`src/hohmann_transfer_burns_assert.svh`:
```
// ----------------------------------------------------------------------------
// Hohmann transfer burns: assertion macros
// Shared forms for the concurrent checks, clocked on clk_i and held off
// while rst_ni is low.
// ----------------------------------------------------------------------------
`ifndef HOHMANN_TRANSFER_BURNS_ASSERT_SVH
`define HOHMANN_TRANSFER_BURNS_ASSERT_SVH

// consequent must hold in the same cycle as the antecedent
`define HTB_ASSERT_NOW(label, ante, cons, msg) \
  label: assert property (@(posedge clk_i) disable iff (!rst_ni) (ante) |-> (cons)) \
    else $error(msg);

// consequent must hold in the cycle after the antecedent
`define HTB_ASSERT_NEXT(label, ante, cons, msg) \
  label: assert property (@(posedge clk_i) disable iff (!rst_ni) (ante) |=> (cons)) \
    else $error(msg);

`endif

```
`src/hts_sqrt.sv`:
```
// ----------------------------------------------------------------------------
// Hohmann transfer burns: pipelined square root
// Floor square root, one root bit per stage, for several lanes at once;
// a side word travels along unchanged.
// ----------------------------------------------------------------------------
module hts_sqrt #(
  parameter int LANES = 1,
  parameter int XW    = 16,
  parameter int SW    = 1
) (
  input  logic                       clk_i,
  input  logic                       rst_ni,
  input  logic                       en_i,
  input  logic                       valid_i,
  input  logic [LANES-1:0][XW-1:0]   rad_i,
  input  logic [SW-1:0]              side_i,
  output logic                       valid_o,
  output logic [LANES-1:0][XW/2-1:0] root_o,
  output logic [SW-1:0]              side_o
);

  localparam int H = XW / 2;

  logic                     valid_q [H];
  logic [LANES-1:0][XW-1:0] x_q     [H];
  logic [LANES-1:0][H-1:0]  rem_q   [H];
  logic [LANES-1:0][H-1:0]  root_q  [H];
  logic [SW-1:0]            side_q  [H];

  for (genvar k = 0; k < H; k++) begin : g_stage
    logic                     v_in;
    logic [LANES-1:0][XW-1:0] x_in;
    logic [LANES-1:0][H-1:0]  rem_in;
    logic [LANES-1:0][H-1:0]  root_in;
    logic [SW-1:0]            side_in;
    logic [LANES-1:0][H+1:0]  t;
    logic [LANES-1:0][H+1:0]  trial;
    logic [LANES-1:0]         ge;
    logic [LANES-1:0][XW-1:0] x_d;
    logic [LANES-1:0][H-1:0]  rem_d;
    logic [LANES-1:0][H-1:0]  root_d;

    // pick the stage inputs
    if (k == 0) begin : g_head
      assign v_in    = valid_i;
      assign x_in    = rad_i;
      assign rem_in  = '0;
      assign root_in = '0;
      assign side_in = side_i;
    end else begin : g_body
      assign v_in    = valid_q[k-1];
      assign x_in    = x_q[k-1];
      assign rem_in  = rem_q[k-1];
      assign root_in = root_q[k-1];
      assign side_in = side_q[k-1];
    end

    // bring down two bits, try root*4+1
    always_comb begin
      for (int l = 0; l < LANES; l++) begin
        t[l]      = {rem_in[l], x_in[l][XW-1 -: 2]};
        trial[l]  = {root_in[l], 2'b01};
        ge[l]     = t[l] >= trial[l];
        rem_d[l]  = ge[l] ? H'(t[l] - trial[l]) : t[l][H-1:0];
        root_d[l] = {root_in[l][H-2:0], ge[l]};
        x_d[l]    = {x_in[l][XW-3:0], 2'b00};
      end
    end

    always_ff @(posedge clk_i or negedge rst_ni) begin
      if (!rst_ni) begin
        valid_q[k] <= 1'b0;
      end else if (en_i) begin
        valid_q[k] <= v_in;
      end
    end

    always_ff @(posedge clk_i) begin
      if (en_i) begin
        x_q[k]    <= x_d;
        rem_q[k]  <= rem_d;
        root_q[k] <= root_d;
        side_q[k] <= side_in;
      end
    end
  end

  assign valid_o = valid_q[H-1];
  assign root_o  = root_q[H-1];
  assign side_o  = side_q[H-1];

endmodule

```
`config.mk`:
```
export PLATFORM = sky130hd
export DESIGN_NAME = hts_sqrt
export DESIGN_NICKNAME = d
export VERILOG_FILES = /design/src/hohmann_transfer_burns_assert.svh /design/src/hts_sqrt.sv
export SDC_FILE = /design/constraint.sdc
export NUM_CORES = 1
export LEC_CHECK = 0
export ABC_CLOCK_PERIOD_IN_PS = 4350
export BUFFER_PORTS_ARGS = -buffer_cell sky130_fd_sc_hd__buf_2
export CORE_ASPECT_RATIO = 0.8
export CORE_MARGIN = 5
export CORE_UTILIZATION = 59
export CTS_CLUSTER_SIZE = 24
export DETAILED_ROUTE_END_ITERATION = 12
export GPL_ROUTABILITY_DRIVEN = 0
export GPL_TIMING_DRIVEN = 0
export PLACE_DENSITY_LB_ADDON = 0.08
export SETUP_SLACK_MARGIN = 0.05
export SLEW_MARGIN = 20
export SYNTH_ARGS = -nofsm -noshare
export SYNTH_HDL_FRONTEND = slang
export SYNTH_SLANG_ARGS = --single-unit
export TNS_END_PERCENT = 5
```
`constraint.sdc`:
```
create_clock -name clk_i -period 4.35 [get_ports clk_i]
set_input_delay 0 -clock clk_i [delete_from_list [all_inputs] [get_ports clk_i]]
set_output_delay 0 -clock clk_i [all_outputs]
set_load 0.05 [all_outputs]
```
# After elaboration in Yosys (flattened, before gate mapping)
# Memories as Yosys holds them, arrays and structs flattened.
# Cells that the tools add are included.
# classes
addsub	8
n_lt_le_gt_ge	8
muxes	10
# ops
op	count
10-bit >= comparator	7
8-bit two-way mux	8
8-bit subtractor	7
2-bit by 1-bit subtractor with 3-bit output, second input constant	1
2-bit by 1-bit >= comparator with 1-bit output, second input constant	1
1-bit two-way mux	2
# word_totals
regBits	8
mem_bits_rw	248
in_bits	21
wordCells	38
mem_count	4
# mem_list
memory	words	word_bits	rd	rd_ports_with_merged_regs	wr	line	rtl
x_q	8	14	7	0	8	hts_sqrt.sv:25	logic [LANES-1:0][XW-1:0] x_q [H];
rem_q	8	8	7	0	8	hts_sqrt.sv:26	logic [LANES-1:0][H-1:0] rem_q [H];
root_q	8	8	8	0	8	hts_sqrt.sv:27	logic [LANES-1:0][H-1:0] root_q [H];
side_q	8	1	8	0	8	hts_sqrt.sv:28	logic [SW-1:0] side_q [H];

# Logic depth before layout (Yosys ltp)
# Gate-level depths: netlist of run 1.
# An unclocked memory read counts as a cell.
# depth
word_depth	3
ltp_mapped	8

# Worst setup path before layout of run 1
# OpenSTA, ideal clock, no wires.
# synth_timing
path_kind	register to register
from	memory rem_q[2][0] (netlist bit)
to	memory rem_q[2][10] (netlist bit), data pin
setup_time_ns	0.260
arrival_ns	1.908
t_required_ns	4.090
setup_slack_ns	2.182
path_stages_with_launch	8
synth_period_minus_slack_ns	2.168
path_cell_list	edfxtp_1 ha_1 nor2b_1 o31a_1 o31ai_4 and2b_4 buf_8 mux2_4
# synth_rtl
element	line
from (decl)	hts_sqrt.sv:26

==> flow_summary.yaml, run 1 <==
outcome:
  outcome: "finished, final reports clean"
timing:
  setup_viol: 0
  skew_ns: 0.00936
  setup_tns_ns: 0
  fmax_mhz: 420
  layout_setup_ws_ns: 1.97
  report.final.slew_viol_count: 0
  maxSlewHeadroom_pct: 64.7
  hold_viol_final: 0
  final.period_utilization_pct: 54.8
  fin_crit_ns: 2.38
  tightestPinTransition_ns: 0.529
  rsz0062_at_grt: "false"
place:
  dpl.hpwl_mm: 6.90
  io_buffers: 30
  place_ws_ns: 1.99
  placed_area_sq_um: 7380
drt:
  antenna_left: 0
  vias: 3776
  avgViaCountPerCell: 5.33
  drc: 0
  dr.pass1.iters: 4
  wl_mm: 10.5
  drt-initial-drc-count: 275
  routedWlPerCell_um: 14.8
yosys:
  synth.avg_cell_area_sq_um: 14.7
  synthesis.nets: 537
  synth.distinct_cells: 61
  ys_seq_elements: 159
  postSynth.asyncResetShare_pct: 5.03
  ys.flop_type: "edfxtp_1"
  syn_inst: 476
  synth_area_sq_um: 7010
  synth-edff-count: 151
  yosys_warnings: 0
  synth_seq_area_share_pct: 67.5
critical_path:
  required_ns: 4.52
  endpoint_kind: "register"
  worstSetupPathType: "reg -> reg"
  crit_fanout: 8
  arrival_ns: 2.55
  startpoint_type: "register"
job:
  drv_cap: 0
cts:
  ctsRootBufferMaster: "clkbuf_16"
  ctsResizeCount: 0
  clk-insertion-delay-late_ns: 0.42
  cts_tree: "done"
  hold_buffers: 21
  cts_buffer_depth: 2
  cts.htree.levels: 4
  clkSinkCount: 159
  clk_pin_slew_ns: 0.06
  postCtsSetupRepairBufs: 0
  cts-buffers-inserted: 17
floorplanning:
  initial_core_util_pct: 60.6
  die_w_um: 132
  row_count: 35
  die-area_sq_um: 14200
  io_pins: 31
  chipHeight_um: 107
  core_sq_um: 11600
global_routing:
  grt_pass1_wl_mm: 18.1
  grt_usage_pct: 16.2
  grt_max_degree: 83
  antenna_found_initial: 0
  grt_pass1_vias: 3768
  grt_overflow: 0
final_layout:
  n_antenna_cell: 0
  final_common_cell: "edfxtp_1"
  regArea_sq_um: 4730
  area_growth_pct: 16.9
  layout.nets: 608
  multiInputGateArea_sq_um: 2050
  fin_area_sq_um: 8200
  drive_gt1_share_pct: 17.1
  most-common-layout-cells: "edfxtp_1, inv_1, ha_1"
  fill_cells: 753
  final_util_pct: 70.9
pwr:
  vdd_ir_drop_max_v: 0.000336
  cellLeakagePower_uw: 0.00325
  p_per_area_nw_per_um2: 492
hold_path:
  hold_path.class: "in -> reg"
per-layer routing:
metal	vias up	routed length (um)	part of all wire [%]	track usage, %
li1	1905	-	-	-
met1	1774	4970	47	22.5
met2	82	4870	47	24.4
met3	15	456	4.4	4.39
met4	0	169	1.6	6.90
met5	-	0	0	0
cell usage after synthesis (2+ instances only):
cell type | count | area (sq um)
a211oi_1 | 2 | 15.0
a21o_1 | 4 | 30.0
a21oi_1 | 20 | 100
a21oi_2 | 2 | 17.5
a31oi_1 | 2 | 12.5
a41o_1 | 2 | 20.0
and2_1 | 3 | 18.8
and3_1 | 3 | 18.8
and4_1 | 2 | 17.5
buf_4 | 2 | 15.0
dfrtp_1 | 8 | 200
edfxtp_1 | 151 | 4530
ha_1 | 40 | 500
inv_1 | 47 | 176
inv_2 | 2 | 7.51
mux2_1 | 4 | 45.0
mux2_2 | 9 | 101
mux2_4 | 4 | 60.1
mux2i_1 | 4 | 40.0
nand2_1 | 20 | 75.1
nand2b_1 | 9 | 56.3
nand3_1 | 5 | 25.0
nand3b_1 | 2 | 15.0
nand4_1 | 2 | 12.5
nor2_1 | 18 | 67.6
nor2_2 | 2 | 12.5
nor2b_1 | 4 | 25.0
nor3_1 | 9 | 45.0
nor4_1 | 4 | 25.0
o211ai_1 | 2 | 15.0
o21a_1 | 7 | 52.6
o21ai_0 | 8 | 40.0
o21ai_1 | 18 | 90.1
o21bai_1 | 3 | 22.5
or3_1 | 2 | 12.5
xnor2_1 | 18 | 158
xor2_1 | 8 | 70.1
final timing paths:
check / from / end / slack [ns] / cells past startpoint
setup / recovery: rem_q[2][0]$_DFFE_PP_ / rem_q[2][10]$_DFFE_PP_ / 1.97 / 7
setup reg to reg: rem_q[2][0]$_DFFE_PP_ / rem_q[2][10]$_DFFE_PP_ / 1.97 / 7
max in group asynchronous: rst_ni / g_stage[6].v_in$_DFFE_PN0P_ / 3.50 / 3
min in group asynchronous: rst_ni / g_stage[1].v_in$_DFFE_PN0P_ / 0.57 / 3
hold / removal: en_i / x_q[3][6]$_DFFE_PP_ / 0.06 / 1
hold reg to reg: x_q[5][10]$_DFFE_PP_ / x_q[6][12]$_DFFE_PP_ / 0.42 / 0
worst max-delay path, cell delays in order (launching register included):
cell	delay, ns
edfxtp_1	0.40
ha_1	0.40
nor2b_1	0.18
o31a_1	0.31
o31ai_4	0.22
and2b_4	0.19
buf_8	0.14
mux2_4	0.30
metrics by stage:
stage	power (uW)	hold slack, ns	cells
global route	4240	0.0547	708
CTS	4070	0.0447	708
global placement	2530	-0.156	654
floorplan	2400	-0.296	476
finish	4030	0.0554	708
detailed placement	2550	-0.150	655
logic make-up (layout without fill, tap and decap cells):
| logic type | Yosys count | in the layout | synth area share (%) |
|---|---|---|---|
| adders and majority gates | 40 | 40 | 7.14 |
| buffers and inverters | 54 | 138 | 3.27 |
| muxes | 21 | 21 | 3.52 |
| other | 1 | 1 | 0.0535 |
| DFF | 159 | 159 | 67.5 |
| xor gates and xnor gates | 27 | 27 | 3.48 |
| AOI/OAI and AO/OA | 80 | 80 | 7.62 |
| and+or+nand+nor | 94 | 94 | 7.37 |
report_power, final:
| part | leakage [uW] | internal (uW) | switching [uW] |
|---|---|---|---|
| combinational | 0.00141 | 270 | 310 |
| sequential | 0.00155 | 1880 | 76.3 |
| clock | 0.000294 | 891 | 599 |
| total | 0.00325 | 3040 | 985 |
sequential cells by signal, summed over array words and instances, names as in the netlist:
register	count
x_q	56
rem_q	51
root_q	36
side_q	8
g_stage.v_in	7
valid_o	1
area by class of cell:
type	instances	area share [%]
flip-flops and latches	159	57.8
multi-input cells	263	25.0
inverters	49	2.24
well taps	148	2.26
clock buffers	20	5.57
clock inverters	12	1.79
repair buffers	52	4.85
plain buffers	5	0.550
Note: power is estimated with default switching activity, not from simulation.
==> inputs of run 2 (changes only) <==
- ABC_CLOCK_PERIOD_IN_PS: 4350 -> 2300
- clock period: 4.35 -> 2.3 ns (I/O delays scaled with it)
==> run 2 against run 1 <==
- clock power is 89% higher
- clock-buffer cell count is the same
- critical path depth is the same
- first-iteration DRC count grew 2.2%
- worst setup slack worse by 1.9 ns
- combinational power grew 95%
- non-clock buffer count stayed put
- register-to-register slack worse by 1.9 ns
- die area is the same
- maximum frequency grew 4.6%
- core utilization is 0.61 points higher
- via count down 0.19%
- largest cell class unchanged
==> flow_summary.yaml, run 2 (synthesis results as in run 1) <==
cts:
  clk-insertion-delay-late_ns: 0.42
  cts-buffers-inserted: 17
  cts.htree.levels: 4
  cts_buffer_depth: 2
  clk_pin_slew_ns: 0.06
  clkSinkCount: 159
  ctsRootBufferMaster: "clkbuf_16"
  cts_tree: "done"
  postCtsSetupRepairBufs: 0
final_layout:
  fin_area_sq_um: 8270
  fill_cells: 741
  drive_gt1_share_pct: 18.8
  final_util_pct: 71.5
  largest-register: "x_q"
  area_growth_pct: 17.9
  n_antenna_cell: 0
  layout.nets: 608
  largest_register_ffs: 56
  most-common-layout-cells: "edfxtp_1, inv_1, ha_1"
  reg_top3: "x_q (56), rem_q (51), root_q (36)"
  final_common_cell: "edfxtp_1"
timing:
  skew_ns: 0.00896
  report.final.slew_viol_count: 0
  rsz0062_at_grt: "true"
  setup_viol: 0
  final.period_utilization_pct: 99.1
  tightestPinTransition_ns: 0.524
  layout_setup_ws_ns: 0.0201
  fin_crit_ns: 2.28
  maxSlewHeadroom_pct: 65.1
  fmax_mhz: 439
  hold_viol_final: 0
drt:
  dr.pass1.iters: 4
  vias: 3769
  antenna_left: 0
  routedWlPerCell_um: 14.8
  drc: 0
  wl_mm: 10.5
  drt-initial-drc-count: 281
  avgViaCountPerCell: 5.32
critical_path:
  cpLargestDelayFamily: "compound AO/OA/AOI/OAI gates"
  max_stage_delay_ns: 0.43
  cp_cell_sequence: "ha_4, nor2b_1, o31a_1, o31ai_4, and2b_4, buf_8, mux2_4"
  startpoint_type: "register"
  crit_fanout: 8
  arrival_ns: 2.45
  critPathSlowestCell: "edfxtp_1"
  worstSetupPathType: "reg -> reg"
  path_buf_inv: 1
  endpoint_kind: "register"
  required_ns: 2.47
hold_path:
  hold_path.class: "in -> reg"
place:
  dpl.hpwl_mm: 6.90
  placed_area_sq_um: 7380
  place_ws_ns: -0.0639
  io_buffers: 30
global_routing:
  antenna_found_initial: 0
  grt_usage_pct: 16.2
  grt_pass1_vias: 3769
  grt_overflow: 0
  grt_pass1_wl_mm: 18.1
  grt_max_degree: 83
job:
  drv_cap: 0
floorplanning:
  initial_core_util_pct: 60.6
  io_pins: 31
  chipHeight_um: 107
  die_w_um: 132
  row_count: 35
  die-area_sq_um: 14200
  core_sq_um: 11600
pwr:
  p_per_area_nw_per_um2: 927
  vdd_ir_drop_max_v: 0.000636
  cellLeakagePower_uw: 0.00326
outcome:
  outcome: "finished, final reports clean"
## run 2: worst paths after layout
kind | from | cells after the start | slack, ns | endpoint
hold / removal | en_i | 1 | 0.05 | x_q[3][6]$_DFFE_PP_
min in group asynchronous | rst_ni | 3 | 0.57 | g_stage[1].v_in$_DFFE_PN0P_
setup / recovery | rem_q[2][0]$_DFFE_PP_ | 7 | 0.02 | rem_q[2][10]$_DFFE_PP_
max in group asynchronous | rst_ni | 3 | 1.46 | g_stage[6].v_in$_DFFE_PN0P_
setup reg to reg | rem_q[2][0]$_DFFE_PP_ | 7 | 0.02 | rem_q[2][10]$_DFFE_PP_
hold reg to reg | x_q[5][10]$_DFFE_PP_ | 0 | 0.42 | x_q[6][12]$_DFFE_PP_
## run 2: power breakdown
group | internal, uW | switching [uW] | total [uW]
Clock | 1690 | 1140 | 2820
Sequential | 3560 | 146 | 3710
Combinational | 530 | 599 | 1130
Total | 5780 | 1880 | 7660
## run 2: worst register-to-register path, delay by kind of cell, from the launching register on
family / cells / cell delay, ns
adders and majority gates: 1 / 0.29
AOI/OAI and AO/OA: 2 / 0.53
muxes: 1 / 0.31
buffers and inverters: 1 / 0.14
and+or+nand+nor: 2 / 0.34
DFF: 1 / 0.43
## run 2: stage by stage
step	total power, uW	hold slack, ns	instances	setup TNS, ns
after detailed placement	4830	-0.150	655	-0.228
after floorplan	4540	-0.296	476	0
final	7660	0.0530	708	0
after global routing	8050	0.0547	708	-0.148
after CTS	7690	0.0447	708	0
after global placement	4790	-0.156	654	-81.80
## run 2: cell type report
class | count | area, sq um | area share, %
inverters | 49 | 184 | 2.23
clock buffers | 20 | 457 | 5.53
multi-input cells | 263 | 2120 | 25.6
well taps | 148 | 185 | 2.24
flip-flops and latches | 159 | 4730 | 57.3
clock inverters | 12 | 146 | 1.77
repair buffers | 52 | 398 | 4.81
plain buffers | 5 | 45.0 | 0.545
## run 2: per-layer routing
| metal | GRT usage [%] | vias to the layer above | share of wire [%] | wire (um) |
|---|---|---|---|---|
| li1 | - | 1906 | - | - |
| met1 | 22.5 | 1787 | 47 | 4930 |
| met2 | 24.4 | 65 | 47 | 4970 |
| met3 | 4.39 | 11 | 4.1 | 425 |
| met4 | 6.90 | 0 | 1.3 | 136 |
| met5 | 0 | - | 0 | 0 |
## run 2: repair_timing
item                                    CTS  global route
endpoints found under the setup margin    4            10
gates resized for setup                   1            11
hold endpoints to repair                 27             0
cloned                                    0             0
hold buffers                             21             0
pin swaps                                 0             1
