<file path="src/hohmann_transfer_burns_assert.svh">
// ----------------------------------------------------------------------------
// Hohmann transfer burns: assertion macros
// Shared forms for the concurrent checks, clocked on clk_i and held off
// while rst_ni is low.
// ----------------------------------------------------------------------------
`ifndef HOHMANN_TRANSFER_BURNS_ASSERT_SVH
`define HOHMANN_TRANSFER_BURNS_ASSERT_SVH

// consequent must hold in the same cycle as the antecedent
`define HTB_ASSERT_NOW(label, ante, cons, msg) \
  label: assert property (@(posedge clk_i) disable iff (!rst_ni) (ante) |-> (cons)) \
    else $error(msg);

// consequent must hold in the cycle after the antecedent
`define HTB_ASSERT_NEXT(label, ante, cons, msg) \
  label: assert property (@(posedge clk_i) disable iff (!rst_ni) (ante) |=> (cons)) \
    else $error(msg);

`endif

</file>
<file path="src/hts_pkg.sv">
// ----------------------------------------------------------------------------
// Hohmann transfer burns: package
// Widths, fixed-point scalings, constants and status codes.
// ----------------------------------------------------------------------------
package hts_pkg;

  // field and register widths
  localparam int RADIUS_BITS_DEF = 32;
  localparam int IN_W            = 32;
  localparam int MU_W            = 50;
  localparam int DV_W            = 32;
  localparam int FT_W            = 40;

  localparam logic [MU_W-1:0] MU_RESET = 50'd398600441800000;

  // multiplier slice width
  localparam int MUL_CHUNK = 16;

  // fixed-point scalings of the quotients fed to the square roots
  localparam int CIRC_SHIFT  = 28;
  localparam int TRANS_SHIFT = 29;
  localparam int SUM_SHIFT   = 75;

  // speed difference to mm/s: round(|dv| * 1000 / 2^14)
  localparam int               MAG_W      = 40;
  localparam int               MM_SCALE_W = 10;
  localparam logic [MM_SCALE_W-1:0] MM_SCALE = 10'd1000;
  localparam int               MM_SHIFT   = 14;

  // flight time: q = (w * s) >> 4, then round(q * pi_ms / 2^55)
  localparam int              Q_SHIFT   = 4;
  localparam int              Q_W       = 64;
  localparam int              PI_W      = 32;
  localparam logic [PI_W-1:0] PI_MS_Q20 = 32'd3294198658;
  localparam int              FT_SHIFT  = 55;

  typedef enum logic [1:0] {
    ST_OK          = 2'd0,
    ST_ZERO_RADIUS = 2'd1,
    ST_SATURATED   = 2'd2
  } status_e;

endpackage

</file>
<file path="src/hts_mul.sv">
// ----------------------------------------------------------------------------
// Hohmann transfer burns: pipelined multiplier
// Multiplies each lane's a by b, one slice of b per stage, accumulating
// partial products; a side word travels along unchanged.
// ----------------------------------------------------------------------------
module hts_mul #(
  parameter int LANES = 1,
  parameter int AW    = 16,
  parameter int BW    = 16,
  parameter int SW    = 1,
  parameter int CW    = hts_pkg::MUL_CHUNK
) (
  input  logic                        clk_i,
  input  logic                        rst_ni,
  input  logic                        en_i,
  input  logic                        valid_i,
  input  logic [LANES-1:0][AW-1:0]    a_i,
  input  logic [LANES-1:0][BW-1:0]    b_i,
  input  logic [SW-1:0]               side_i,
  output logic                        valid_o,
  output logic [LANES-1:0][AW+BW-1:0] prod_o,
  output logic [SW-1:0]               side_o
);

  localparam int NS = (BW + CW - 1) / CW;
  localparam int BP = NS * CW;
  localparam int PW = AW + BW;
  localparam int XW = PW + BP;

  logic                     valid_q [NS];
  logic [LANES-1:0][AW-1:0] a_q     [NS];
  logic [LANES-1:0][BP-1:0] b_q     [NS];
  logic [LANES-1:0][PW-1:0] acc_q   [NS];
  logic [SW-1:0]            side_q  [NS];

  for (genvar k = 0; k < NS; k++) begin : g_stage
    logic                        v_in;
    logic [LANES-1:0][AW-1:0]    a_in;
    logic [LANES-1:0][BP-1:0]    b_in;
    logic [LANES-1:0][PW-1:0]    acc_in;
    logic [SW-1:0]               side_in;
    logic [LANES-1:0][AW+CW-1:0] pp;
    logic [LANES-1:0][PW-1:0]    acc_d;

    // pick the stage inputs
    if (k == 0) begin : g_head
      assign v_in    = valid_i;
      assign a_in    = a_i;
      assign acc_in  = '0;
      assign side_in = side_i;
      for (genvar l = 0; l < LANES; l++) begin : g_lane
        assign b_in[l] = BP'(b_i[l]);
      end
    end else begin : g_body
      assign v_in    = valid_q[k-1];
      assign a_in    = a_q[k-1];
      assign b_in    = b_q[k-1];
      assign acc_in  = acc_q[k-1];
      assign side_in = side_q[k-1];
    end

    // add one slice's partial product
    always_comb begin
      for (int l = 0; l < LANES; l++) begin
        pp[l]    = (AW+CW)'(a_in[l]) * (AW+CW)'(b_in[l][k*CW +: CW]);
        acc_d[l] = acc_in[l] + PW'(XW'(pp[l]) << (k*CW));
      end
    end

    always_ff @(posedge clk_i or negedge rst_ni) begin
      if (!rst_ni) begin
        valid_q[k] <= 1'b0;
      end else if (en_i) begin
        valid_q[k] <= v_in;
      end
    end

    always_ff @(posedge clk_i) begin
      if (en_i) begin
        a_q[k]    <= a_in;
        b_q[k]    <= b_in;
        acc_q[k]  <= acc_d;
        side_q[k] <= side_in;
      end
    end
  end

  assign valid_o = valid_q[NS-1];
  assign prod_o  = acc_q[NS-1];
  assign side_o  = side_q[NS-1];

endmodule

</file>
<file path="config.mk">
export PLATFORM = sky130hd
export DESIGN_NAME = hts_mul
export DESIGN_NICKNAME = d
export VERILOG_FILES = /design/src/hohmann_transfer_burns_assert.svh /design/src/hts_pkg.sv /design/src/hts_mul.sv
export SDC_FILE = /design/constraint.sdc
export NUM_CORES = 1
export LEC_CHECK = 0
export BUFFER_PORTS_ARGS = -buffer_cell sky130_fd_sc_hd__buf_2
export CAP_MARGIN = 20
export CORE_UTILIZATION = 60
export CTS_CLUSTER_DIAMETER = 80
export DETAILED_ROUTE_END_ITERATION = 10
export GPL_ROUTABILITY_DRIVEN = 0
export PLACE_DENSITY = 0.87
export REMOVE_ABC_BUFFERS = 1
export SKIP_CTS_REPAIR_TIMING = 1
export SYNTH_ARGS = -nofsm -noshare
export SYNTH_HDL_FRONTEND = slang
export SYNTH_SLANG_ARGS = --single-unit
</file>
<file path="constraint.sdc">
create_clock -name clk_i -period 1.26 [get_ports clk_i]
set_clock_uncertainty 0.1 [all_clocks]
set_input_delay 0.252 -clock clk_i [delete_from_list [all_inputs] [get_ports clk_i]]
set_output_delay 0.252 -clock clk_i [all_outputs]
set_load 0.01 [all_outputs]
</file>
==> out/qor.tcl, run 1 <==
set qor(status) {did not finish}
set qor(stop_stage) {global routing (5_1_grt)}
set qor(tool.error) {[ERROR GRT-0232] Routing congestion too high. Check the congestion heatmap in the GUI.}
set qor(ys_seq_area_share_pct) 10.41
set qor(synth.distinct_cells) 54
set qor(ys.flop_type) {sky130_fd_sc_hd__edfxtp_1}
set qor(dieWidth_um) 129.5
set qor(synth_top_area_share_pct) 39.79
set qor(htree_levels) 2
set qor(track_usage_pct) 67.81
set qor(effective_utilization_at_floorplan_pct) 61.44
set qor(post_synth.cell_area_avg_sq_um) 9.303
set qor(synthesis.instances) 1049
set qor(io_pins) 71
set qor(port-buffer-count) 70
set qor(area_leader_netlist) {sky130_fd_sc_hd__fa_1}
set qor(synth-warning-count) 0
set qor(placement.cell_area_sq_um) 11350
set qor(clk_sinks) 34
set qor(chipHeight_um) 129.5
set qor(fraction_of_registers_with_async_set_or_reset_after_synthesis_pct) 2.941
set qor(maximum_number_of_pins_on_one_net_before_global_route_repair) 29
set qor(netlist_top_cells_area) {sky130_fd_sc_hd__fa_1, sky130_fd_sc_hd__ha_1, sky130_fd_sc_hd__edfxtp_1}
set qor(postGrtWorstEndpoint) {acc_q[0][30]$_DFFE_PP_/D}
set qor(gr-total-overflow) 58
set qor(ctsRootBufferMaster) {sky130_fd_sc_hd__clkbuf_16}
set qor(synth_enable_flop_cells) 33
set qor(place.detailed.instances) 1438
set qor(type_of_pin_the_worst_path_ends_at) {register data pin}
set qor(clk_path_buf_depth) 2
set qor(mappedNetlistArea_sq_um) 9759
set qor(synth_seq_cells) 34
set qor(post-dp-hpwl_um) 21740
set qor(cts_inserted_buffers) 5
set qor(fp-row-count) 46
==> synthesized netlist by cell type (7+ instances only) <==
library cell,instances
sky130_fd_sc_hd__a21oi_1,31
sky130_fd_sc_hd__xor2_1,10
sky130_fd_sc_hd__nor2_1,13
sky130_fd_sc_hd__o21ai_0,12
sky130_fd_sc_hd__clkbuf_1,40
sky130_fd_sc_hd__nand4_1,7
sky130_fd_sc_hd__and2_1,125
sky130_fd_sc_hd__inv_1,221
sky130_fd_sc_hd__a21o_1,16
sky130_fd_sc_hd__fa_1,194
sky130_fd_sc_hd__nand2_1,159
sky130_fd_sc_hd__edfxtp_1,33
sky130_fd_sc_hd__ha_1,104
sky130_fd_sc_hd__xnor2_1,17
==> metal layers <==
metal | overflow | track usage, %
met3 | 0 | 59.50
met1 | 1 | 63.65
met5 | 0 | 26.47
met4 | 27 | 67.85
met2 | 30 | 83.40
==> kinds of logic after synthesis <==
| kind of cell | after synthesis | synth area share [%] |
|---|---|---|
| XOR/XNOR | 27 | 2.423 |
| adder cells (fa/ha/maj) | 298 | 53.13 |
| flip-flops | 34 | 10.41 |
| AND/OR/NAND/NOR | 329 | 16.90 |
| buffers and inverters | 266 | 10.36 |
| multiplexers | 2 | 0.2179 |
| AO/OA/AOI/OAI | 93 | 6.564 |
==> metrics by stage <==
| stage | setup slack (ns) | hold slack, ns | TNS [ns] |
|---|---|---|---|
| floorplan | -4.094 | -0.1436 | -97.81 |
| global placement | -4.593 | -0.07284 | -114.91 |
| detailed placement | -4.711 | -0.07045 | -118.00 |
| CTS | -4.523 | -0.3762 | -110.47 |
==> inputs of run 2 (changes only) <==
Settings changed: CORE_UTILIZATION 60 to 40, CTS_CLUSTER_DIAMETER 80 to default, PLACE_DENSITY 0.87 to default, PLACE_DENSITY_LB_ADDON from default to 0.15.
==> run 2 against run 1 <==
The flow now finishes, with violations (negative setup slack). Synthesized cell count stayed put. Area after synthesis stayed put.
==> out/qor.tcl, run 2 <==
set qor(gr-total-overflow) 0
set qor(final.fill_count) 2205
set qor(setup_viol) 30
set qor(die_footprint_sq_um) 25030
set qor(synth_top_family_by_area) {adder cells}
set qor(maximum_number_of_pins_on_one_net_before_global_route_repair) 24
set qor(ctsRootBufferMaster) {sky130_fd_sc_hd__clkbuf_16}
set qor(cts.clk_slew.worst_paths_ns) 0.06
set qor(timing.slew.headroom_pct) 74.86
set qor(dieWidth_um) 158.2 ;# +22%
set qor(cts_inserted_buffers) 5 ;# unchanged
set qor(worst-r2r-setup-slack_ns) 0.41
set qor(drt_first_pass_iters) 4
set qor(synth_enable_flop_cells) 33 ;# unchanged
set qor(fraction_of_registers_with_async_set_or_reset_after_synthesis_pct) 2.941 ;# unchanged
set qor(worst_setup_path_end_kind) {flop}
set qor(adder_cell_share_of_the_synthesized_area_pct) 53.13 ;# unchanged
set qor(tns_ns) -99.68
set qor(largest_reg_flops) 32
set qor(status) {finished with violations}
set qor(violated_checks) {negative setup slack}
set qor(synth-warning-count) 0 ;# unchanged
set qor(worstPathRequired_ns) 1.19
set qor(grt.busiest_layer) {met2}
set qor(synth_top_area_share_pct) 39.79 ;# unchanged
set qor(muxShareOfSynthArea_pct) 0.2179 ;# unchanged
set qor(average_wire_per_cell_in_the_routed_design_um) 15.29
set qor(drc) 0
set qor(grt_setup_unrepaired) {true}
set qor(area_leader_netlist) {sky130_fd_sc_hd__fa_1}
set qor(maxClockFrequency_ghz) 0.1852
set qor(post-dp-hpwl_um) 20630 ;# -5.1%
set qor(yosys.cell_count.top_type) {sky130_fd_sc_hd__inv_1}
set qor(maxSlewViolCount) 0
set qor(postLayoutSetupSlackWorst_ns) -4.139
set qor(via_per_inst) 4.879
set qor(timing.final.crit_period_ns) 5.399
set qor(netlist_top_cells_area) {sky130_fd_sc_hd__fa_1, sky130_fd_sc_hd__ha_1, sky130_fd_sc_hd__edfxtp_1}
set qor(antenna_cells) 0
set qor(cts_tree) {built}
set qor(clk_path_buf_depth) 2 ;# unchanged
set qor(fin_area_sq_um) 13000
set qor(effective_utilization_at_floorplan_pct) 41.21 ;# -20 points
set qor(synth-simple-area-share_pct) 16.90 ;# unchanged
set qor(synth_seq_cells) 34 ;# unchanged
set qor(critical_path_peak_fanout) 8
set qor(pre_cts_slack_ns) -4.682 ;# +0.02894 ns
set qor(synth_xor_xnor_area_share_pct) 2.423 ;# unchanged
set qor(num_vias) 7709
set qor(clk_sinks) 34 ;# unchanged
set qor(ys.flop_type) {sky130_fd_sc_hd__edfxtp_1}
set qor(io_pins) 71 ;# unchanged
set qor(port-buffer-count) 70 ;# unchanged
set qor(finalWirelength_um) 24170
set qor(first_global_vias) 8012
set qor(grt_antenna_before_repair) 0
set qor(grt_use_met1_pct) 25.43
set qor(drtAntennaViolNets) 0
set qor(chipHeight_um) 158.2 ;# +22%
set qor(track_usage_pct) 20.02
set qor(largest_register) {acc_q}
set qor(critical_path_class) {in -> reg}
set qor(cp-start-kind) {primary input}
set qor(clock_insertion_delay_worst_skew_ns) 0.28
set qor(grt_first_pass_wirelength_um) 38990
set qor(grt_util_met2_pct) 37.22
set qor(placement.cell_area_sq_um) 11580 ;# +2.0%
set qor(final_nets) 1595
set qor(htree_levels) 2 ;# unchanged
set qor(timing_hold_violations_final) 0
set qor(period_share_pct) 428.5
set qor(synth.distinct_cells) 54 ;# unchanged
set qor(worst_ep_arrival_time_ns) 5.33
set qor(synth_compound_gate_area_share_pct) 6.564 ;# unchanged
set qor(maxCapViolCount) 0
set qor(detail_route.iter0.violations) 288
set qor(holdCritPathClass) {in -> reg}
set qor(drive_above_1_share_pct) 32.04
set qor(ys_seq_area_share_pct) 10.41 ;# unchanged
set qor(fp-row-count) 56 ;# +22%
set qor(ys_top_cells_by_count) {sky130_fd_sc_hd__inv_1, sky130_fd_sc_hd__fa_1, sky130_fd_sc_hd__nand2_1}
set qor(mappedNetlistArea_sq_um) 9759 ;# unchanged
set qor(area_growth_pct) 33.24
set qor(post_synth.cell_area_avg_sq_um) 9.303 ;# unchanged
set qor(met3_usage_pct) 2.272
set qor(layout.cells.most_common) {sky130_fd_sc_hd__inv_1}
set qor(core_area_sq_um) 23680
set qor(synthesis.instances) 1049 ;# unchanged
set qor(worst_slew_pin_slew_ns) 0.3724
set qor(mostFrequentLayoutCells) {sky130_fd_sc_hd__inv_1, sky130_fd_sc_hd__fa_1, sky130_fd_sc_hd__nand2_1, sky130_fd_sc_hd__buf_4, sky130_fd_sc_hd__and2_1}
## run 2: path summary, 6_finish.rpt
check	from	endpoint	cells past startpoint
max in group asynchronous	rst_ni	valid_o	2
min in group asynchronous	rst_ni	valid_o	2
min reg2reg	valid_o	valid_o	1
min	side_i	side_q[0]	1
max	a_i[4]	acc_q[0][30]	20
max reg2reg	valid_o	valid_o	1
## run 2: stage by stage
stage / hold WS (ns) / instances / util, %
6_report: 0.05007 / 1580 / 54.91
5_1_grt: 0.03565 / 1580 / 54.91
4_1_cts: -0.3693 / 1561 / 49.61
3_5_place_dp: -0.07116 / 1553 / 48.89
3_3_place_gp: -0.07358 / 1553 / 48.89
2_1_floorplan: -0.1436 / 1004 / -
## run 2: per-layer routing
metal  vias to the layer above  share of wire (%)
li1                       3630                  -
met1                      3957                 42
met2                       106                 54
met3                        16                3.0
met4                         0               0.95
met5                         -                  0
## run 2: area by class of cell
cell class / count / area (sq um) / share of cell area [%]
inverters: 221 / 829.5 / 6.379
flip-flops and latches: 34 / 1016 / 7.813
clock inverters: 3 / 45.04 / 0.3464
clock buffers: 5 / 125.1 / 0.9622
multi-input cells: 749 / 8486 / 65.26
repair buffers: 249 / 2103 / 16.17
well taps: 319 / 399.1 / 3.069
## run 2: logic make-up (layout without fill, tap and decap cells)
| logic type | count (synthesis) | count (layout) |
|---|---|---|
| multiplexers | 2 | 2 |
| adder cells (fa/ha/maj) | 298 | 298 |
| flip-flops | 34 | 34 |
| XOR/XNOR | 27 | 27 |
| buffers and inverters | 266 | 478 |
| AND/OR/NAND/NOR | 329 | 329 |
| AO/OA/AOI/OAI | 93 | 93 |
## run 2: worst max-delay path: stages
cell and delay (ns):
sky130_fd_sc_hd__buf_12 0.10, sky130_fd_sc_hd__buf_8 0.12, sky130_fd_sc_hd__nand2_4 0.05, sky130_fd_sc_hd__fa_1 0.55, sky130_fd_sc_hd__inv_2 0.04, sky130_fd_sc_hd__fa_1 0.59, sky130_fd_sc_hd__fa_1 0.46, sky130_fd_sc_hd__fa_1 0.54
sky130_fd_sc_hd__fa_1 0.56, sky130_fd_sc_hd__inv_1 0.05, sky130_fd_sc_hd__fa_1 0.49, sky130_fd_sc_hd__inv_2 0.05, sky130_fd_sc_hd__ha_4 0.21, sky130_fd_sc_hd__buf_6 0.13, sky130_fd_sc_hd__nand4_1 0.13, sky130_fd_sc_hd__nor4_2 0.07
sky130_fd_sc_hd__and2_1 0.14, sky130_fd_sc_hd__o2bb2ai_2 0.13, sky130_fd_sc_hd__or4b_1 0.51, sky130_fd_sc_hd__o211a_1 0.15
Power of run 2 is not shown: default switching activity piles up to over one toggle a cycle in this logic, so the estimate is an artifact.
==> inputs of run 3 (changes only) <==
==> constraint.sdc (replaced) <==
create_clock -name clk_i -period 1.26 [get_ports clk_i]
set_clock_uncertainty 0.1 [all_clocks]
set_input_delay 0.126 -clock clk_i [delete_from_list [all_inputs] [get_ports clk_i]]
set_output_delay 0.126 -clock clk_i [all_outputs]
set_load 0.01 [all_outputs]
==> run 3 against run 2 <==
The flow still finishes with violations (negative setup slack). Register-to-register slack barely moved. Critical path depth shrank 1. Routed wire length shrank 0.46%. Core utilization down 0.36 points. Fmax up 3.8%. Hold slack got worse by 0.0051 ns. First-iteration DRC count increased by 1.0%. Count of clock-buffer cells in the layout grew 1. Non-clock buffer count shrank 3. Critical endpoint unchanged.
==> out/qor.tcl, run 3 (same netlist as run 2, synthesis figures left out) <==
set qor(cts_inserted_buffers) 5 ;# unchanged
set qor(clk_sinks) 34 ;# unchanged
set qor(cts_tree) {built}
set qor(track_usage_pct) 19.83 ;# -0.19 points
set qor(average_wire_per_cell_in_the_routed_design_um) 15.25 ;# -0.27%
set qor(timing.slew.headroom_pct) 77.48 ;# +2.6 points
set qor(maxClockFrequency_ghz) 0.1922 ;# +3.8%
set qor(cp-start-kind) {primary input}
set qor(postLayoutSetupSlackWorst_ns) -3.943 ;# +0.1963 ns
set qor(largest_reg_flops) 32 ;# unchanged
set qor(timing.final.crit_period_ns) 5.203 ;# -0.1963 ns
set qor(drc) 0 ;# unchanged
set qor(clk_path_buf_depth) 2 ;# unchanged
set qor(antenna_cells) 0 ;# unchanged
set qor(drtAntennaViolNets) 0 ;# unchanged
set qor(grt_antenna_before_repair) 0 ;# unchanged
set qor(grt_setup_unrepaired) {true}
set qor(fp-row-count) 56 ;# unchanged
set qor(worst_setup_path_end_kind) {flop}
set qor(post-dp-hpwl_um) 20470 ;# -0.76%
set qor(htree_levels) 2 ;# unchanged
set qor(ctsRootBufferMaster) {sky130_fd_sc_hd__clkbuf_16}
set qor(port-buffer-count) 70 ;# unchanged
set qor(period_share_pct) 412.9 ;# -16 points
set qor(cts.clk_slew.worst_paths_ns) 0.06 ;# about the same
set qor(drt_first_pass_iters) 4 ;# unchanged
set qor(io_pins) 71 ;# unchanged
set qor(maxSlewViolCount) 0 ;# unchanged
set qor(chipHeight_um) 158.2 ;# unchanged
set qor(dieWidth_um) 158.2 ;# unchanged
set qor(num_vias) 7608 ;# -1.3%
set qor(setup_viol) 30 ;# unchanged
set qor(critical_path_class) {in -> reg}
set qor(timing_hold_violations_final) 0 ;# unchanged
set qor(via_per_inst) 4.824 ;# -1.1%
set qor(detail_route.iter0.violations) 291 ;# +1.0%
set qor(grt_first_pass_wirelength_um) 38610 ;# -0.97%
set qor(maxCapViolCount) 0 ;# unchanged
set qor(largest_register) {acc_q}
set qor(worst_slew_pin_slew_ns) 0.3352 ;# -0.03716 ns
set qor(first_global_vias) 7974 ;# -0.47%
set qor(final.fill_count) 2251 ;# +2.1%
set qor(die_footprint_sq_um) 25030 ;# unchanged
set qor(area_growth_pct) 32.37
set qor(status) {finished with violations}
set qor(clock_insertion_delay_worst_skew_ns) 0.28 ;# about the same
set qor(finalWirelength_um) 24060 ;# -0.46%
set qor(violated_checks) {negative setup slack}
set qor(effective_utilization_at_floorplan_pct) 41.21 ;# unchanged
set qor(worstPathRequired_ns) 1.19 ;# about the same
set qor(layout.cells.most_common) {sky130_fd_sc_hd__inv_1}
set qor(critical_path_peak_fanout) 8 ;# unchanged
set qor(final_nets) 1592 ;# -0.19%
set qor(worst_hold_slack_ns) 0.04502 ;# -0.005050 ns
set qor(mostFrequentLayoutCells) {sky130_fd_sc_hd__inv_1, sky130_fd_sc_hd__fa_1, sky130_fd_sc_hd__nand2_1, sky130_fd_sc_hd__buf_4, sky130_fd_sc_hd__and2_1}
set qor(worst_ep_arrival_time_ns) 5.13 ;# -0.20 ns
set qor(holdCritPathClass) {in -> async}
set qor(core_area_sq_um) 23680 ;# unchanged
set qor(gr-total-overflow) 0 ;# unchanged
set qor(maximum_number_of_pins_on_one_net_before_global_route_repair) 24 ;# unchanged
set qor(drive_above_1_share_pct) 31.40 ;# -0.64 points
-- run 3: cell type report --
class / instances / area (sq um) / area share [%]
multi-input combinational: 749 / 8412 / 65.11
timing repair buffer: 246 / 2118 / 16.40
sequential: 34 / 1016 / 7.864
inverter: 221 / 829.5 / 6.421
tap: 319 / 399.1 / 3.090
clock buffer: 6 / 128.9 / 0.9976
clock inverter: 2 / 15.01 / 0.1162
-- run 3: per-layer routing --
| layer | GRT usage, % | up-vias | wire, um |
|---|---|---|---|
| li1 | - | 3626 | - |
| met1 | 24.99 | 3849 | 10180 |
| met2 | 37.26 | 111 | 12860 |
| met3 | 2.409 | 22 | 714 |
| met4 | 1.694 | 0 | 301 |
| met5 | 0 | - | 0 |
-- run 3: worst paths after layout --
| kind | startpoint | endpoint | slack, ns | depth (start not counted) |
|---|---|---|---|---|
| worst max-delay path | a_i[3] | acc_q[0][30] | -3.94 | 19 |
| worst min-delay path | rst_ni | valid_o | 0.05 | 2 |
| worst max register to register | valid_o | valid_o | 0.42 | 1 |
| worst min register to register | valid_o | valid_o | 0.41 | 1 |
| max in group asynchronous | rst_ni | valid_o | 0.93 | 2 |
| min in group clk_i | en_i | acc_q[0][28] | 0.11 | 1 |
-- run 3: worst max-delay path: stages --
cell and delay, ns:
sky130_fd_sc_hd__buf_12 0.12, sky130_fd_sc_hd__buf_6 0.12, sky130_fd_sc_hd__and2_4 0.15, sky130_fd_sc_hd__fa_1 0.49
sky130_fd_sc_hd__fa_1 0.53, sky130_fd_sc_hd__fa_1 0.52, sky130_fd_sc_hd__fa_1 0.51, sky130_fd_sc_hd__fa_1 0.54
sky130_fd_sc_hd__inv_1 0.05, sky130_fd_sc_hd__fa_1 0.49, sky130_fd_sc_hd__inv_2 0.05, sky130_fd_sc_hd__ha_4 0.22
sky130_fd_sc_hd__buf_6 0.13, sky130_fd_sc_hd__nand4_1 0.13, sky130_fd_sc_hd__nor4_2 0.06, sky130_fd_sc_hd__and2_1 0.16
sky130_fd_sc_hd__o2bb2ai_2 0.13, sky130_fd_sc_hd__or4b_1 0.46, sky130_fd_sc_hd__o211a_1 0.14
-- run 3: metrics by stage --
step                setup slack (ns)  instances  utilization (%)  instance area, sq um  TNS (ns)
floorplan                     -3.968       1004                -                  9578    -94.03
global placement              -4.558       1552            48.86                 11570   -112.70
detailed placement            -4.531       1552            48.86                 11570   -112.84
CTS                           -4.310       1560            49.47                 11720   -104.41
global route                  -4.080       1577            54.55                 12920    -99.86
finish                        -3.943       1577            54.55                 12920    -95.75
Power of run 3 is left out for the same reason.
==> inputs of run 4 (changes only) <==
Settings changed: CTS_BUF_LIST from default to sky130_fd_sc_hd__clkbuf_4 sky130_fd_sc_hd__clkbuf_8, PLACE_DENSITY_LB_ADDON 0.15 to 0.12, RECOVER_POWER from default to 100.
==> run 4 against run 3 <==
The run still ends with negative setup slack left. Core utilization is 0.53 points higher. Sequential cell count stayed put. Global-route usage rose by 0.47 points. Setup slack worse by 0.052 ns. Non-clock buffer count rose by 17. Cell count rose by 1.1%. Routed wire length increased by 4.9%. Via count rose by 1.2%. Count of clock-buffer cells in the layout up 1. Hold slack got worse by 0.0081 ns.
==> out/qor.tcl, run 4 (same netlist as run 2, synthesis figures left out) <==
set qor(status) {finished with violations}
set qor(violated_checks) {negative setup slack}
set qor(worstPathRequired_ns) 1.20 ;# about the same
set qor(drive_above_1_share_pct) 29.33 ;# -2.1 points
set qor(chipHeight_um) 158.2 ;# unchanged
set qor(ctsRootBufferMaster) {sky130_fd_sc_hd__clkbuf_8}
set qor(crit_top_cell) {sky130_fd_sc_hd__fa_1}
set qor(grt_first_pass_wirelength_um) 38970 ;# +0.93%
set qor(largest_register) {acc_q}
set qor(post-dp-hpwl_um) 21130 ;# +3.2%
set qor(final.fill_count) 2229 ;# -0.98%
set qor(cp-start-kind) {primary input}
set qor(final_nets) 1609 ;# +1.1%
set qor(htree_levels) 2 ;# unchanged
set qor(via_per_inst) 4.832 ;# +0.17%
set qor(postLayoutSetupSlackWorst_ns) -3.995 ;# -0.05185 ns
set qor(worstPathBufferInverterCount) 6 ;# +1
set qor(cts_tree) {built}
set qor(average_wire_per_cell_in_the_routed_design_um) 15.83 ;# +3.8%
set qor(reg2reg_to) {valid_o}
set qor(largest_reg_flops) 32 ;# unchanged
set qor(grt_setup_unrepaired) {true}
set qor(holdCritPathClass) {in -> async}
set qor(finalWirelength_um) 25230 ;# +4.9%
set qor(timing.slew.headroom_pct) 69.02 ;# -8.5 points
set qor(layoutNonFillerInstCount) 1594 ;# +1.1%
set qor(cts_inserted_buffers) 5 ;# unchanged
set qor(maxClockFrequency_ghz) 0.1903 ;# -0.99%
set qor(antenna_cells) 0 ;# unchanged
set qor(first_global_vias) 7835 ;# -1.7%
set qor(dieWidth_um) 158.2 ;# unchanged
set qor(worst_path_dominant_cell_family) {adder cells}
set qor(cts.clk_slew.worst_paths_ns) 0.07 ;# about the same
set qor(timing_hold_violations_final) 0 ;# unchanged
set qor(num_vias) 7703 ;# +1.2%
set qor(timing.final.crit_period_ns) 5.255 ;# +0.05185 ns
set qor(tns_ns) -97.41 ;# -1.662 ns
set qor(port-buffer-count) 70 ;# unchanged
set qor(die_footprint_sq_um) 25030 ;# unchanged
set qor(drc) 0 ;# unchanged
set qor(fp-row-count) 56 ;# unchanged
set qor(worst_setup_path_end_kind) {flop}
set qor(area_growth_pct) 33.65
set qor(io_pins) 71 ;# unchanged
set qor(critical_path_peak_fanout) 6 ;# -2
set qor(detail_route.iter0.violations) 272 ;# -6.5%
set qor(reg2reg_depth) 1 ;# unchanged
set qor(clk_path_buf_depth) 2 ;# unchanged
set qor(worst-r2r-setup-slack_ns) 0.42 ;# about the same
set qor(maxCapViolCount) 0 ;# unchanged
set qor(cp_cell_sequence) {buf_12 -> buf_6 -> and2_4 -> fa_1 -> inv_2 -> fa_1 -> fa_2 -> inv_2 -> fa_1 -> fa_1 -> fa_1 -> ha_1 -> buf_6 -> buf_6 -> nand2_4 -> nor2_2 -> and2_4 -> o2bb2ai_2 -> or4b_1 -> o211a_1}
set qor(maximum_number_of_pins_on_one_net_before_global_route_repair) 31 ;# +29%
set qor(worst_ep_arrival_time_ns) 5.20 ;# +0.07 ns
set qor(gr-total-overflow) 0 ;# unchanged
set qor(mostFrequentLayoutCells) {sky130_fd_sc_hd__inv_1, sky130_fd_sc_hd__fa_1, sky130_fd_sc_hd__buf_4, sky130_fd_sc_hd__nand2_1, sky130_fd_sc_hd__and2_1}
set qor(critical_path_class) {in -> reg}
set qor(track_usage_pct) 20.30 ;# +0.47 points
set qor(clock_insertion_delay_worst_skew_ns) 0.29 ;# about the same
set qor(core_area_sq_um) 23680 ;# unchanged
set qor(drtAntennaViolNets) 0 ;# unchanged
set qor(max_stage_delay_ns) 0.54 ;# about the same
set qor(period_share_pct) 417.0 ;# +4.1 points
set qor(effective_utilization_at_floorplan_pct) 41.21 ;# unchanged
set qor(clk_sinks) 34 ;# unchanged
set qor(place.detailed.instances) 1555 ;# +0.19%
set qor(drt_first_pass_iters) 5 ;# +1
set qor(worst_slew_pin_slew_ns) 0.4647 ;# +0.1295 ns
set qor(maxSlewViolCount) 0 ;# unchanged
set qor(grt_antenna_before_repair) 0 ;# unchanged
set qor(worstReg2RegStart) {valid_o}
set qor(setup_viol) 30 ;# unchanged
set qor(crit_path_top_delay_cell) {sky130_fd_sc_hd__fa_2}
set qor(layout.cells.most_common) {sky130_fd_sc_hd__inv_1}
==> run 4: cell types whose count changed in the layout (fill, tap and decap cells not counted), moves of 3 or more <==
| cell | before | now |
|---|---|---|
| sky130_fd_sc_hd__buf_2 | 45 | 8 |
| sky130_fd_sc_hd__inv_1 | 200 | 203 |
| sky130_fd_sc_hd__fa_2 | 15 | 11 |
| sky130_fd_sc_hd__clkbuf_8 | 0 | 6 |
| sky130_fd_sc_hd__buf_6 | 37 | 41 |
| sky130_fd_sc_hd__buf_4 | 137 | 144 |
| sky130_fd_sc_hd__clkbuf_1 | 1 | 36 |
| sky130_fd_sc_hd__inv_2 | 21 | 18 |
| sky130_fd_sc_hd__buf_8 | 6 | 9 |
| sky130_fd_sc_hd__fa_1 | 179 | 183 |
==> run 4: metal layers <==
metal	track usage, %	vias to the layer above	share of wire (%)	wire [um]
met5	0	-	0	0
met4	2.244	0	0.94	238
met1	26.30	3927	42	10690
met3	1.861	18	2.2	551
met2	37.53	93	54	13750
li1	-	3665	-	-
==> run 4: worst max path at each step <==
stage            start           end  depth (start not counted)
5_1_grt        b_i[12]  acc_q[0][30]                         20
4_1_cts         b_i[4]  acc_q[0][28]                         19
3_5_place_dp    b_i[4]  acc_q[0][28]                         19
2_1_floorplan  a_i[11]  acc_q[0][30]                         18
3_3_place_gp    b_i[4]  acc_q[0][24]                         20
6_report        a_i[7]  acc_q[0][30]                         20
==> run 4: layout make-up <==
cell class | instances | area (sq um) | area share [%]
clock inverter | 1 | 5.005 | 0.03837
inverter | 221 | 829.5 | 6.360
multi-input combinational | 749 | 8426 | 64.59
clock buffer | 7 | 90.09 | 0.6906
sequential | 34 | 1016 | 7.789
tap | 319 | 399.1 | 3.060
timing repair buffer | 263 | 2278 | 17.47
==> run 4: stage by stage <==
| step | worst slack, ns | instance area [sq um] | hold slack [ns] | utilization, % |
|---|---|---|---|---|
| finish | -3.995 | 13040 | 0.03688 | 55.08 |
| global route | -4.159 | 13040 | 0.03538 | 55.08 |
| CTS | -4.245 | 11690 | -0.5150 | 49.36 |
| detailed placement | -4.534 | 11590 | -0.1974 | 48.95 |
| global placement | -4.560 | 11590 | -0.1996 | 48.95 |
| floorplan | -3.968 | 9578 | -0.2696 | - |
Power of run 4 is left out for the same reason.
